File: config.mk
export PLATFORM = sky130hd
export DESIGN_NAME = meter_frame_hunter_unit
export DESIGN_NICKNAME = d
export VERILOG_FILES = /design/src/rtl/mfh_pkg.sv /design/src/rtl/mfh_tracker.sv /design/src/rtl/mfh_arbiter.sv /design/src/rtl/meter_frame_hunter_unit.sv
export SDC_FILE = /design/constraint.sdc
export NUM_CORES = 2
export LEC_CHECK = 0
export ABC_AREA = 1
export BUFFER_PORTS_ARGS = -buffer_cell sky130_fd_sc_hd__buf_2
export CAP_MARGIN = 30
export CORE_ASPECT_RATIO = 2
export CORE_MARGIN = 4
export CORE_UTILIZATION = 45
export DETAILED_ROUTE_END_ITERATION = 10
export GPL_TIMING_DRIVEN = 0
export HOLD_SLACK_MARGIN = 0.03
export PLACE_DENSITY = 0.6
export SETUP_SLACK_MARGIN = 0.3
export SYNTH_ARGS = -nofsm -noshare
export SYNTH_HDL_FRONTEND = slang
export SYNTH_SLANG_ARGS = --single-unit
export TNS_END_PERCENT = 50
File: constraint.sdc
create_clock -name clk_i -period 6.94 [get_ports clk_i]
set_input_delay 0.347 -clock clk_i [delete_from_list [all_inputs] [get_ports clk_i]]
set_output_delay 0.347 -clock clk_i [all_outputs]
set_load 0.02 [all_outputs]
File: src/rtl/mfh_pkg.sv
// Shared constants and types for the meter frame hunter.
`timescale 1ns / 1ps

package mfh_pkg;

  // Sizing
  localparam int BUFFER_BYTES = 512;
  localparam int TRACKERS     = 16;
  localparam int HELD_W       = $clog2(BUFFER_BYTES + 2);

  // Field widths
  localparam int BYTE_W     = 8;
  localparam int OFF_W      = 9;
  localparam int SKIP_W     = 9;
  localparam int FLEN_W     = 9;
  localparam int ADDR_BYTES = 6;
  localparam int ADDR_W     = ADDR_BYTES * BYTE_W;

  // Stream word widths
  localparam int S_TDATA_W  = 8;
  localparam int M_FIELDS_W = 1 + FLEN_W + SKIP_W + ADDR_W + 3 * BYTE_W - 8 + 3;
  localparam int M_TDATA_W  = ((M_FIELDS_W + 7) / 8) * 8;

  // Link markers
  localparam logic [BYTE_W-1:0] START_MARK = 8'h68;
  localparam logic [BYTE_W-1:0] END_MARK   = 8'h16;
  localparam int                ERROR_BIT  = 6;

  // Frame offsets
  localparam logic [OFF_W-1:0] OFF_FIRST  = 9'd1;
  localparam logic [OFF_W-1:0] OFF_MARK2  = 9'd7;
  localparam logic [OFF_W-1:0] OFF_CTRL   = 9'd8;
  localparam logic [OFF_W-1:0] OFF_LEN    = 9'd9;
  localparam logic [OFF_W-1:0] OFF_CSUM   = 9'd10;
  localparam logic [OFF_W-1:0] OFF_TAIL   = 9'd11;
  localparam logic [SKIP_W-1:0] SKIP_MAX  = '1;
  localparam logic [FLEN_W-1:0] FRAME_OVH = 9'd12;

  // Per-step command broadcast to all trackers
  typedef struct packed {
    logic              step;
    logic              clear;
    logic [BYTE_W-1:0] rx_byte;
    logic [SKIP_W-1:0] skip;
  } trk_cmd_t;

  // Header fields captured by one tracker
  typedef struct packed {
    logic [ADDR_W-1:0] addr;
    logic [BYTE_W-1:0] ctrl;
    logic [BYTE_W-1:0] len;
    logic [SKIP_W-1:0] skip;
  } trk_info_t;

endpackage

File: src/rtl/mfh_tracker.sv
// One candidate-frame tracker: follows a frame from its start byte to the end mark.
`timescale 1ns / 1ps

module mfh_tracker (
  input  logic              clk_i,
  input  logic              rst_ni,
  input  mfh_pkg::trk_cmd_t cmd_i,
  input  logic              alloc_i,
  output logic              busy_o,
  output logic              done_o,
  output mfh_pkg::trk_info_t info_o
);

  logic                            busy_q, busy_d;
  logic [mfh_pkg::OFF_W-1:0]       off_q, off_d;
  logic [mfh_pkg::BYTE_W-1:0]      sum_q, sum_d;
  mfh_pkg::trk_info_t              info_q, info_d;

  logic [mfh_pkg::BYTE_W-1:0]      len_eff;
  logic [mfh_pkg::OFF_W-1:0]       chk_pos;
  logic [mfh_pkg::OFF_W-1:0]       end_pos;
  logic                            at_chk;
  logic                            at_end;
  logic                            kill;
  logic [mfh_pkg::BYTE_W-1:0]      b;

  assign b       = cmd_i.rx_byte;
  assign len_eff = (off_q == mfh_pkg::OFF_LEN) ? b : info_q.len;
  assign chk_pos = {1'b0, len_eff} + mfh_pkg::OFF_CSUM;
  assign end_pos = {1'b0, len_eff} + mfh_pkg::OFF_TAIL;
  assign at_chk  = (off_q >= mfh_pkg::OFF_CSUM) && (off_q == chk_pos);
  assign at_end  = (off_q >= mfh_pkg::OFF_CSUM) && (off_q == end_pos);
  assign kill    = ((off_q == mfh_pkg::OFF_MARK2) && (b != mfh_pkg::START_MARK)) ||
                   (at_chk && (b != sum_q));

  assign done_o = cmd_i.step && busy_q && at_end && (b == mfh_pkg::END_MARK);
  // still busy once the current byte has been consumed
  assign busy_o = busy_q && !(cmd_i.step && (kill || at_end));
  assign info_o = info_q;

  always_comb begin
    busy_d = busy_q;
    off_d  = off_q;
    sum_d  = sum_q;
    info_d = info_q;
    if (cmd_i.step) begin
      if (cmd_i.clear) begin
        busy_d = 1'b0;
      end else if (alloc_i) begin
        busy_d      = 1'b1;
        off_d       = mfh_pkg::OFF_FIRST;
        sum_d       = mfh_pkg::START_MARK;
        info_d.skip = cmd_i.skip;
      end else if (busy_q) begin
        if (kill || at_end) begin
          busy_d = 1'b0;
        end else begin
          sum_d = sum_q + b;
          off_d = off_q + mfh_pkg::OFF_W'(1);
          for (int k = 0; k < mfh_pkg::ADDR_BYTES; k++) begin
            if (off_q == mfh_pkg::OFF_W'(k + 1)) info_d.addr[8*k +: 8] = b;
          end
          if (off_q == mfh_pkg::OFF_CTRL) info_d.ctrl = b;
          if (off_q == mfh_pkg::OFF_LEN)  info_d.len  = b;
        end
      end
    end
  end

  always_ff @(posedge clk_i or negedge rst_ni) begin
    if (!rst_ni) begin
      busy_q <= 1'b0;
    end else begin
      busy_q <= busy_d;
    end
  end

  always_ff @(posedge clk_i) begin
    off_q  <= off_d;
    sum_q  <= sum_d;
    info_q <= info_d;
  end

endmodule

File: src/rtl/mfh_arbiter.sv
// Tracker arbitration: oldest completing tracker wins, lowest free tracker is allocated.
`timescale 1ns / 1ps

module mfh_arbiter (
  input  logic                         clk_i,
  input  logic                         rst_ni,
  input  logic [mfh_pkg::TRACKERS-1:0] busy_i,
  input  logic [mfh_pkg::TRACKERS-1:0] done_i,
  input  logic                         alloc_req_i,
  output logic [mfh_pkg::TRACKERS-1:0] win_o,
  output logic                         any_done_o,
  output logic [mfh_pkg::TRACKERS-1:0] alloc_o,
  output logic                         full_o
);

  // older_q[i][j]: tracker i was started before tracker j
  logic [mfh_pkg::TRACKERS-1:0][mfh_pkg::TRACKERS-1:0] older_q, older_d;
  logic [mfh_pkg::TRACKERS-1:0] free;
  logic [mfh_pkg::TRACKERS-1:0] first_free;

  assign free       = ~busy_i;
  assign first_free = free & (~free + mfh_pkg::TRACKERS'(1));
  assign full_o     = &busy_i;
  assign any_done_o = |done_i;
  assign alloc_o    = (alloc_req_i && !full_o) ? first_free : '0;

  always_comb begin
    for (int i = 0; i < mfh_pkg::TRACKERS; i++) begin
      win_o[i] = done_i[i];
      for (int j = 0; j < mfh_pkg::TRACKERS; j++) begin
        if (done_i[j] && older_q[j][i]) win_o[i] = 1'b0;
      end
    end
  end

  // A new tracker is younger than every other one
  always_comb begin
    older_d = older_q;
    for (int s = 0; s < mfh_pkg::TRACKERS; s++) begin
      if (alloc_o[s]) begin
        for (int j = 0; j < mfh_pkg::TRACKERS; j++) begin
          older_d[s][j] = 1'b0;
          if (j != s) older_d[j][s] = 1'b1;
        end
      end
    end
  end

  always_ff @(posedge clk_i or negedge rst_ni) begin
    if (!rst_ni) begin
      older_q <= '0;
    end else begin
      older_q <= older_d;
    end
  end

endmodule

File: src/rtl/meter_frame_hunter_unit.sv
// Top level of the meter frame hunter: byte stream in, one status word out per byte.
`timescale 1ns / 1ps

// Meter frame hunter. Takes one received meter-link byte per input word and
// returns exactly one result word per byte. Every 0x68 byte opens a candidate
// frame; a bank of TRACKERS parallel trackers follows the open candidates.
// A candidate survives only if byte 7 is 0x68, the byte at 10+len matches the
// mod-256 sum of all earlier frame bytes and the byte at 11+len is 0x16. When
// frames complete on the same byte the earliest start wins; its address,
// control, length, skipped junk count (saturated at 511) and the control 0x40
// error flag are reported and all trackers and the byte count are cleared.
// If more than BUFFER_BYTES bytes are held without a frame, everything is
// cleared, no candidate opens on that byte and buffer_cleared is set. A start
// byte arriving with all trackers busy is dropped and flagged by tracker_overflow.
// Timing: one input register and one output register; the trackers update as
// each result word is registered. Throughput is one byte per cycle while the
// output is not stalled, set by the tracker update and arbitration logic.
// Input is accepted while a finished word waits if the input register is empty.
// No configuration registers.

module meter_frame_hunter_unit (
  input  logic                            clk_i,
  input  logic                            rst_ni,
  // rx_byte[7:0]
  input  logic [mfh_pkg::S_TDATA_W-1:0]   s_axis_tdata_i,
  input  logic                            s_axis_tvalid_i,
  output logic                            s_axis_tready_o,
  // frame_found[0], frame_length[9:1], skipped_bytes[18:10], station_address[66:19],
  // control_code[74:67], data_length[82:75], error_reply[83], buffer_cleared[84],
  // tracker_overflow[85], zero fill[87:86]
  output logic [mfh_pkg::M_TDATA_W-1:0]   m_axis_tdata_o,
  output logic                            m_axis_tvalid_o,
  input  logic                            m_axis_tready_i
);

  localparam int T = mfh_pkg::TRACKERS;

  // Input stage
  logic                          in_v_q, in_v_d;
  logic [mfh_pkg::BYTE_W-1:0]    in_byte_q;
  logic                          adv;
  logic                          proc;

  // Output stage
  logic                          out_v_q, out_v_d;
  logic [mfh_pkg::M_TDATA_W-1:0] out_data_q;
  logic [mfh_pkg::M_TDATA_W-1:0] out_data_d;

  // Held byte count
  logic [mfh_pkg::HELD_W-1:0]    held_q, held_d;
  logic [mfh_pkg::HELD_W-1:0]    held_inc;
  logic                          buf_over;
  logic [mfh_pkg::SKIP_W-1:0]    skip_sat;

  // Trackers
  mfh_pkg::trk_cmd_t             cmd;
  mfh_pkg::trk_info_t            info [T];
  mfh_pkg::trk_info_t            win_info;
  logic [T-1:0]                  busy;
  logic [T-1:0]                  done;
  logic [T-1:0]                  win;
  logic [T-1:0]                  alloc;
  logic                          any_done;
  logic                          full;
  logic                          is_start;
  logic                          alloc_req;

  // Handshake: output register drains, input register refills in the same cycle
  assign adv             = !out_v_q || m_axis_tready_i;
  assign s_axis_tready_o = !in_v_q || adv;
  assign proc            = in_v_q && adv;

  assign held_inc = held_q + mfh_pkg::HELD_W'(1);
  assign buf_over = held_inc > mfh_pkg::HELD_W'(mfh_pkg::BUFFER_BYTES);
  assign skip_sat = (held_q > mfh_pkg::HELD_W'(mfh_pkg::SKIP_MAX)) ?
                    mfh_pkg::SKIP_MAX : held_q[mfh_pkg::SKIP_W-1:0];

  // Trackers that die on this byte count as free for a new start
  assign is_start  = (in_byte_q == mfh_pkg::START_MARK);
  assign alloc_req = proc && is_start && !any_done && !buf_over;

  assign cmd.step    = proc;
  assign cmd.clear   = any_done || buf_over;
  assign cmd.rx_byte = in_byte_q;
  assign cmd.skip    = skip_sat;

  for (genvar t = 0; t < T; t++) begin : g_trk
    mfh_tracker u_trk (
      .clk_i   (clk_i),
      .rst_ni  (rst_ni),
      .cmd_i   (cmd),
      .alloc_i (alloc[t]),
      .busy_o  (busy[t]),
      .done_o  (done[t]),
      .info_o  (info[t])
    );
  end

  mfh_arbiter u_arb (
    .clk_i       (clk_i),
    .rst_ni      (rst_ni),
    .busy_i      (busy),
    .done_i      (done),
    .alloc_req_i (alloc_req),
    .win_o       (win),
    .any_done_o  (any_done),
    .alloc_o     (alloc),
    .full_o      (full)
  );

  // Winner is one-hot (or empty), so an AND-OR mux suffices
  always_comb begin
    win_info = '0;
    for (int t = 0; t < T; t++) begin
      if (win[t]) win_info = win_info | info[t];
    end
  end

  always_comb begin
    out_data_d = '0;
    if (any_done) begin
      out_data_d[0]     = 1'b1;
      out_data_d[9:1]   = {1'b0, win_info.len} + mfh_pkg::FRAME_OVH;
      out_data_d[18:10] = win_info.skip;
      out_data_d[66:19] = win_info.addr;
      out_data_d[74:67] = win_info.ctrl;
      out_data_d[82:75] = win_info.len;
      out_data_d[83]    = win_info.ctrl[mfh_pkg::ERROR_BIT];
    end else if (buf_over) begin
      out_data_d[84]    = 1'b1;
    end else if (is_start && full) begin
      out_data_d[85]    = 1'b1;
    end
  end

  always_comb begin
    in_v_d  = in_v_q;
    out_v_d = out_v_q;
    held_d  = held_q;
    if (s_axis_tready_o) in_v_d = s_axis_tvalid_i;
    if (adv)             out_v_d = in_v_q;
    if (proc) begin
      held_d = (any_done || buf_over) ? '0 : held_inc;
    end
  end

  always_ff @(posedge clk_i or negedge rst_ni) begin
    if (!rst_ni) begin
      in_v_q  <= 1'b0;
      out_v_q <= 1'b0;
      held_q  <= '0;
    end else begin
      in_v_q  <= in_v_d;
      out_v_q <= out_v_d;
      held_q  <= held_d;
    end
  end

  always_ff @(posedge clk_i) begin
    if (s_axis_tvalid_i && s_axis_tready_o) in_byte_q  <= s_axis_tdata_i;
    if (proc)                               out_data_q <= out_data_d;
  end

  assign m_axis_tvalid_o = out_v_q;
  assign m_axis_tdata_o  = out_data_q;

endmodule
==> impl_metrics.env <==
export IMPL_status="complete, no violations"
export IMPL_yosys_warnings=0
export IMPL_ys_top_cells_by_area="edfxtp_1, nand2_1, dfrtp_1, nand3_1, inv_1"
export IMPL_hold_depth=2
export IMPL_post_place_cells=11730
export IMPL_holdWs_ns=0.2007
export IMPL_synth_distinct_cells=62
export IMPL_r2r_cells=23
export IMPL_required_ns=7.60
export IMPL_grt_start_max_net_pins=119
export IMPL_io_buffers=99
export IMPL_overflow=0
export IMPL_yosys_area_share_xor_xnor_pct=2.709
export IMPL_antenna_found_initial=10
export IMPL_period_share_pct=97.57
export IMPL_regToRegEndpoint="m_axis_tdata_o[53]$_SDFFCE_PN0P_"
export IMPL_cpMostUsedCell="nand4_1"
export IMPL_avgSynthCellArea_um2=10.01
export IMPL_comb_power_share_pct=9.7
export IMPL_netlist_instances=8879
export IMPL_drtIter0Drc=7564
export IMPL_area_delta_synth_final_pct=19.41
export IMPL_p_sw_mw=6.173
export IMPL_rows=230
export IMPL_clock_power_share_pct=39.9
export IMPL_ys_ff_latch=1799
export IMPL_relSlewSlack_pct=25.51
export IMPL_synthFlopType="edfxtp_1"
export IMPL_synth_top_area_share_pct=51.71
export IMPL_clock_latency_ns=0.88
export IMPL_die_height_um=636.6
export IMPL_min_delay_start="s_axis_tdata_i[1]"
export IMPL_avgRoutedWirePerCell_um=33.94
export IMPL_htreeDepth=4
export IMPL_setup_viol=0
export IMPL_hpwl_um=316900
export IMPL_vias=72380
export IMPL_nets=9748
export IMPL_startpoint_type="flop"
export IMPL_ios=102
export IMPL_drive_gt1_share_pct=15.41
export IMPL_reg2reg_from="in_byte_q[6]$_DFFE_PP_"
export IMPL_ys_seq_area_share_pct=59.25
export IMPL_seqPwrFrac_pct=50.5
export IMPL_hold_class="input port to flop"
export IMPL_p_sw_share_pct=25.27
export IMPL_power_per_cell_area_nw_per_um2=230.0
export IMPL_num_fill_cells=17480
export IMPL_intPower_mw=18.25
export IMPL_synth_area_um2=88910
export IMPL_dpl_worst_slack_ns=-2.372
export IMPL_grt_total_usage_pct=39.55
export IMPL_cts_buffer_depth=4
export IMPL_initial_core_util_pct=45.30
export IMPL_grt_pass1_wl_um=556100
export IMPL_synth_commonest_cells="nand2_1, edfxtp_1, inv_1"
export IMPL_vdd_drop_max_v=0.0001660
export IMPL_critPathMaxFanout=10
export IMPL_worstHoldEndpoint="in_byte_q[1]$_DFFE_PP_"
export IMPL_synth_top_family_by_area="simple AND/OR/NAND/NOR gates"
export IMPL_synthMuxAreaShare_pct=0
export IMPL_multi_input_area_um2=32860
export IMPL_synth_simple_area_share_pct=21.84
export IMPL_rsz0062_at_grt="false"
export IMPL_min_period_ns=6.771
export IMPL_synth_compound_area_share_pct=6.397
export IMPL_first_global_vias=70800
export IMPL_path_cells="buf_8 -> buf_16 -> inv_1 -> clkbuf_4 -> nand3_1 -> nor3_1 -> nand4_4 -> buf_12 -> buf_4 -> nor2_2 -> nand4_1 -> buf_4 -> nor2_1 -> nand3_1 -> nor2_1 -> nand2_1 -> inv_2 -> buf_2 -> buf_2 -> nand2_1 -> nand4_1 -> a21oi_1 -> nand4_1"
export IMPL_gp_congestion=1.035
export IMPL_drv_cap=0
export IMPL_tightest_slew_ns=1.109
export IMPL_worstPathArrival_ns=7.43
export IMPL_synth_edf_count=1531
export IMPL_drcViolationCount=0
export IMPL_vias_per_cell=5.943
export IMPL_cts_buffers=171
export IMPL_crit_type="flop to flop"
export IMPL_synthAdderAreaFrac_pct=3.541
export IMPL_dieWidth_um=322.3
export IMPL_layout_cells_non_filler=12180
export IMPL_seqCellArea_um2=52680
export IMPL_drt_wl_total_um=413400
export IMPL_r2r_slack_ns=0.17
export IMPL_async_flop_share_pct=14.90
export IMPL_critPathCaptureType="flop"
export IMPL_finalHoldViolations=0
export IMPL_coreArea_um2=196300
export IMPL_yosys_area_top_type="edfxtp_1"
export IMPL_setup_ws_ns=0.1687
export IMPL_synthMostInstantiatedCell="nand2_1"
export IMPL_ctsRootBufferMaster="clkbuf_16"
export IMPL_drv_slew=0
export IMPL_die_area_um2=205200
export IMPL_cpPeakStageDelay_ns=0.66
export IMPL_clock_sinks=1799
export IMPL_path_clk_slew_ns=0.07
export IMPL_cts_tree="yes"
export IMPL_power_total_mw=24.42
export IMPL_p_leak_nw=45.64
export IMPL_fmax_ghz=0.1477
export IMPL_ant_nets=0
export IMPL_fin_skew_ns=0.08695
export IMPL_cp_slowest_cell="edfxtp_1"
export IMPL_first_pass_iters=7
worst max-delay path, delay by kind of cell, from the launching register on:
family	cells	cell delay, ns
simple gates	12	2.53
buf+inv	10	3.22
compound gates	1	0.06
flops	1	0.66
metrics by stage:
step                      util (%)  TNS (ns)  instance area, um^2
after global routing         54.09         0               106200
after global placement       47.85         -                93910
after detailed placement     49.92  -3086.38                97980
final                        54.10         0               106200
after floorplan                  -    -1.349                90220
after CTS                    53.52         0               105000
logic make-up (layout without fill, tap and decap cells):
kind of cell / after synthesis / count (layout)
AO/OA/AOI/OAI: 839 / 839
AND/OR/NAND/NOR: 4414 / 4414
adder cells (fa/ha/maj): 242 / 242
other: 1 / 9
buffers and inverters: 1309 / 2050
flip-flops: 1799 / 1799
XOR/XNOR: 275 / 275
registers in the layout, indices dropped and copies added, names as in the netlist, 8 cells and up:
name                cells
g_trk.u_trk.info_o   1168
u_arb.older_q         240
g_trk.u_trk.off_q     144
g_trk.u_trk.sum_q     128
m_axis_tdata_o         83
g_trk.u_trk.busy_q     16
held_q                 10
in_byte_q               8
metal layers:
metal / up-vias / part of all wire [%] / track usage [%]
met4: 4 / 14 / 42.66
met3: 1667 / 7.2 / 7.426
met5: - / 0.0068 / 0
met2: 3813 / 49 / 67.78
li1: 31570 / - / -
met1: 35330 / 30 / 37.82
cell usage in the layout, fill, tap and decap left out, types with 18 or more instances in the layout:
master	Yosys	layout
nand2_1	2144	2111
edfxtp_1	1531	1531
inv_1	913	891
nand3_1	770	756
nor2_1	787	736
a22o_1	290	290
dfrtp_1	268	268
xor2_1	230	229
nand4_1	224	224
ha_1	226	222
buf_2	146	215
a21oi_1	193	183
clkbuf_16	0	181
buf_4	57	180
o21ai_0	157	155
nor3_1	148	100
inv_2	91	93
buf_16	0	92
buf_6	31	81
nand2_2	52	77
nor2_4	17	70
nor4_1	124	66
clkbuf_1	57	61
buf_8	1	59
nor2_2	57	55
o21ai_1	56	54
nor4_4	0	54
xnor2_1	45	45
o21bai_1	38	38
buf_12	0	34
nor3_4	1	34
clkinv_2	0	25
clkinv_1	6	24
o22ai_1	24	24
or2_2	25	24
clkbuf_2	3	21
nand3b_1	21	21
nor3_2	3	18
bufinv_16	0	18
timing repair:
item	4_1_cts	5_1_grt
hold endpoints to repair	168	0
hold buffers	15	0
buffers inserted	68	59
pin swaps	43	32
endpoints found under the setup margin	2061	921
gates cloned	1	4
gates resized for setup	161	119
power by group through the flow:
| stage | Sequential (mW) | Combinational [mW] | Clock (mW) |
|---|---|---|---|
| 2_1_floorplan | 12.7 | 1.12 | 0 |
| 3_3_place_gp | 12.8 | 1.83 | 0 |
| 3_5_place_dp | 12.6 | 2.20 | 0 |
| 4_1_cts | 12.3 | 2.30 | 9.76 |
| 5_1_grt | 12.3 | 2.52 | 10.2 |
| 6_report | 12.3 | 2.36 | 9.73 |
worst max-delay path by stage:
stage,start,cells after the start,slack [ns],to
after floorplan,in_byte_q[1]$_DFFE_PP_,23,-0.12,g_trk[14].u_trk.info_o[33]$_DFFE_PP_
after global placement,in_byte_q[1]$_DFFE_PP_,21,-11.85,g_trk[13].u_trk.info_o[47]$_DFFE_PP_
after detailed placement,in_byte_q[0]$_DFFE_PP_,26,-2.37,g_trk[13].u_trk.info_o[30]$_DFFE_PP_
after CTS,in_byte_q[2]$_DFFE_PP_,28,0.17,g_trk[8].u_trk.info_o[1]$_DFFE_PP_
after global routing,in_byte_q[2]$_DFFE_PP_,32,0.25,g_trk[6].u_trk.info_o[72]$_DFFE_PP_
final,in_byte_q[6]$_DFFE_PP_,23,0.17,m_axis_tdata_o[53]$_SDFFCE_PN0P_
final cells by class:
type                       instances  share of cell area [%]
multi-input combinational       5772                   30.95
timing repair buffer             445                   5.640
inverter                        1011                   3.643
sequential                      1799                   49.62
buffer                           294                   1.939
clock inverter                    79                  0.8249
antenna                            7                 0.01650
tap                             2552                   3.008
clock buffer                     221                   4.363
(Power assumes the default switching activity.)
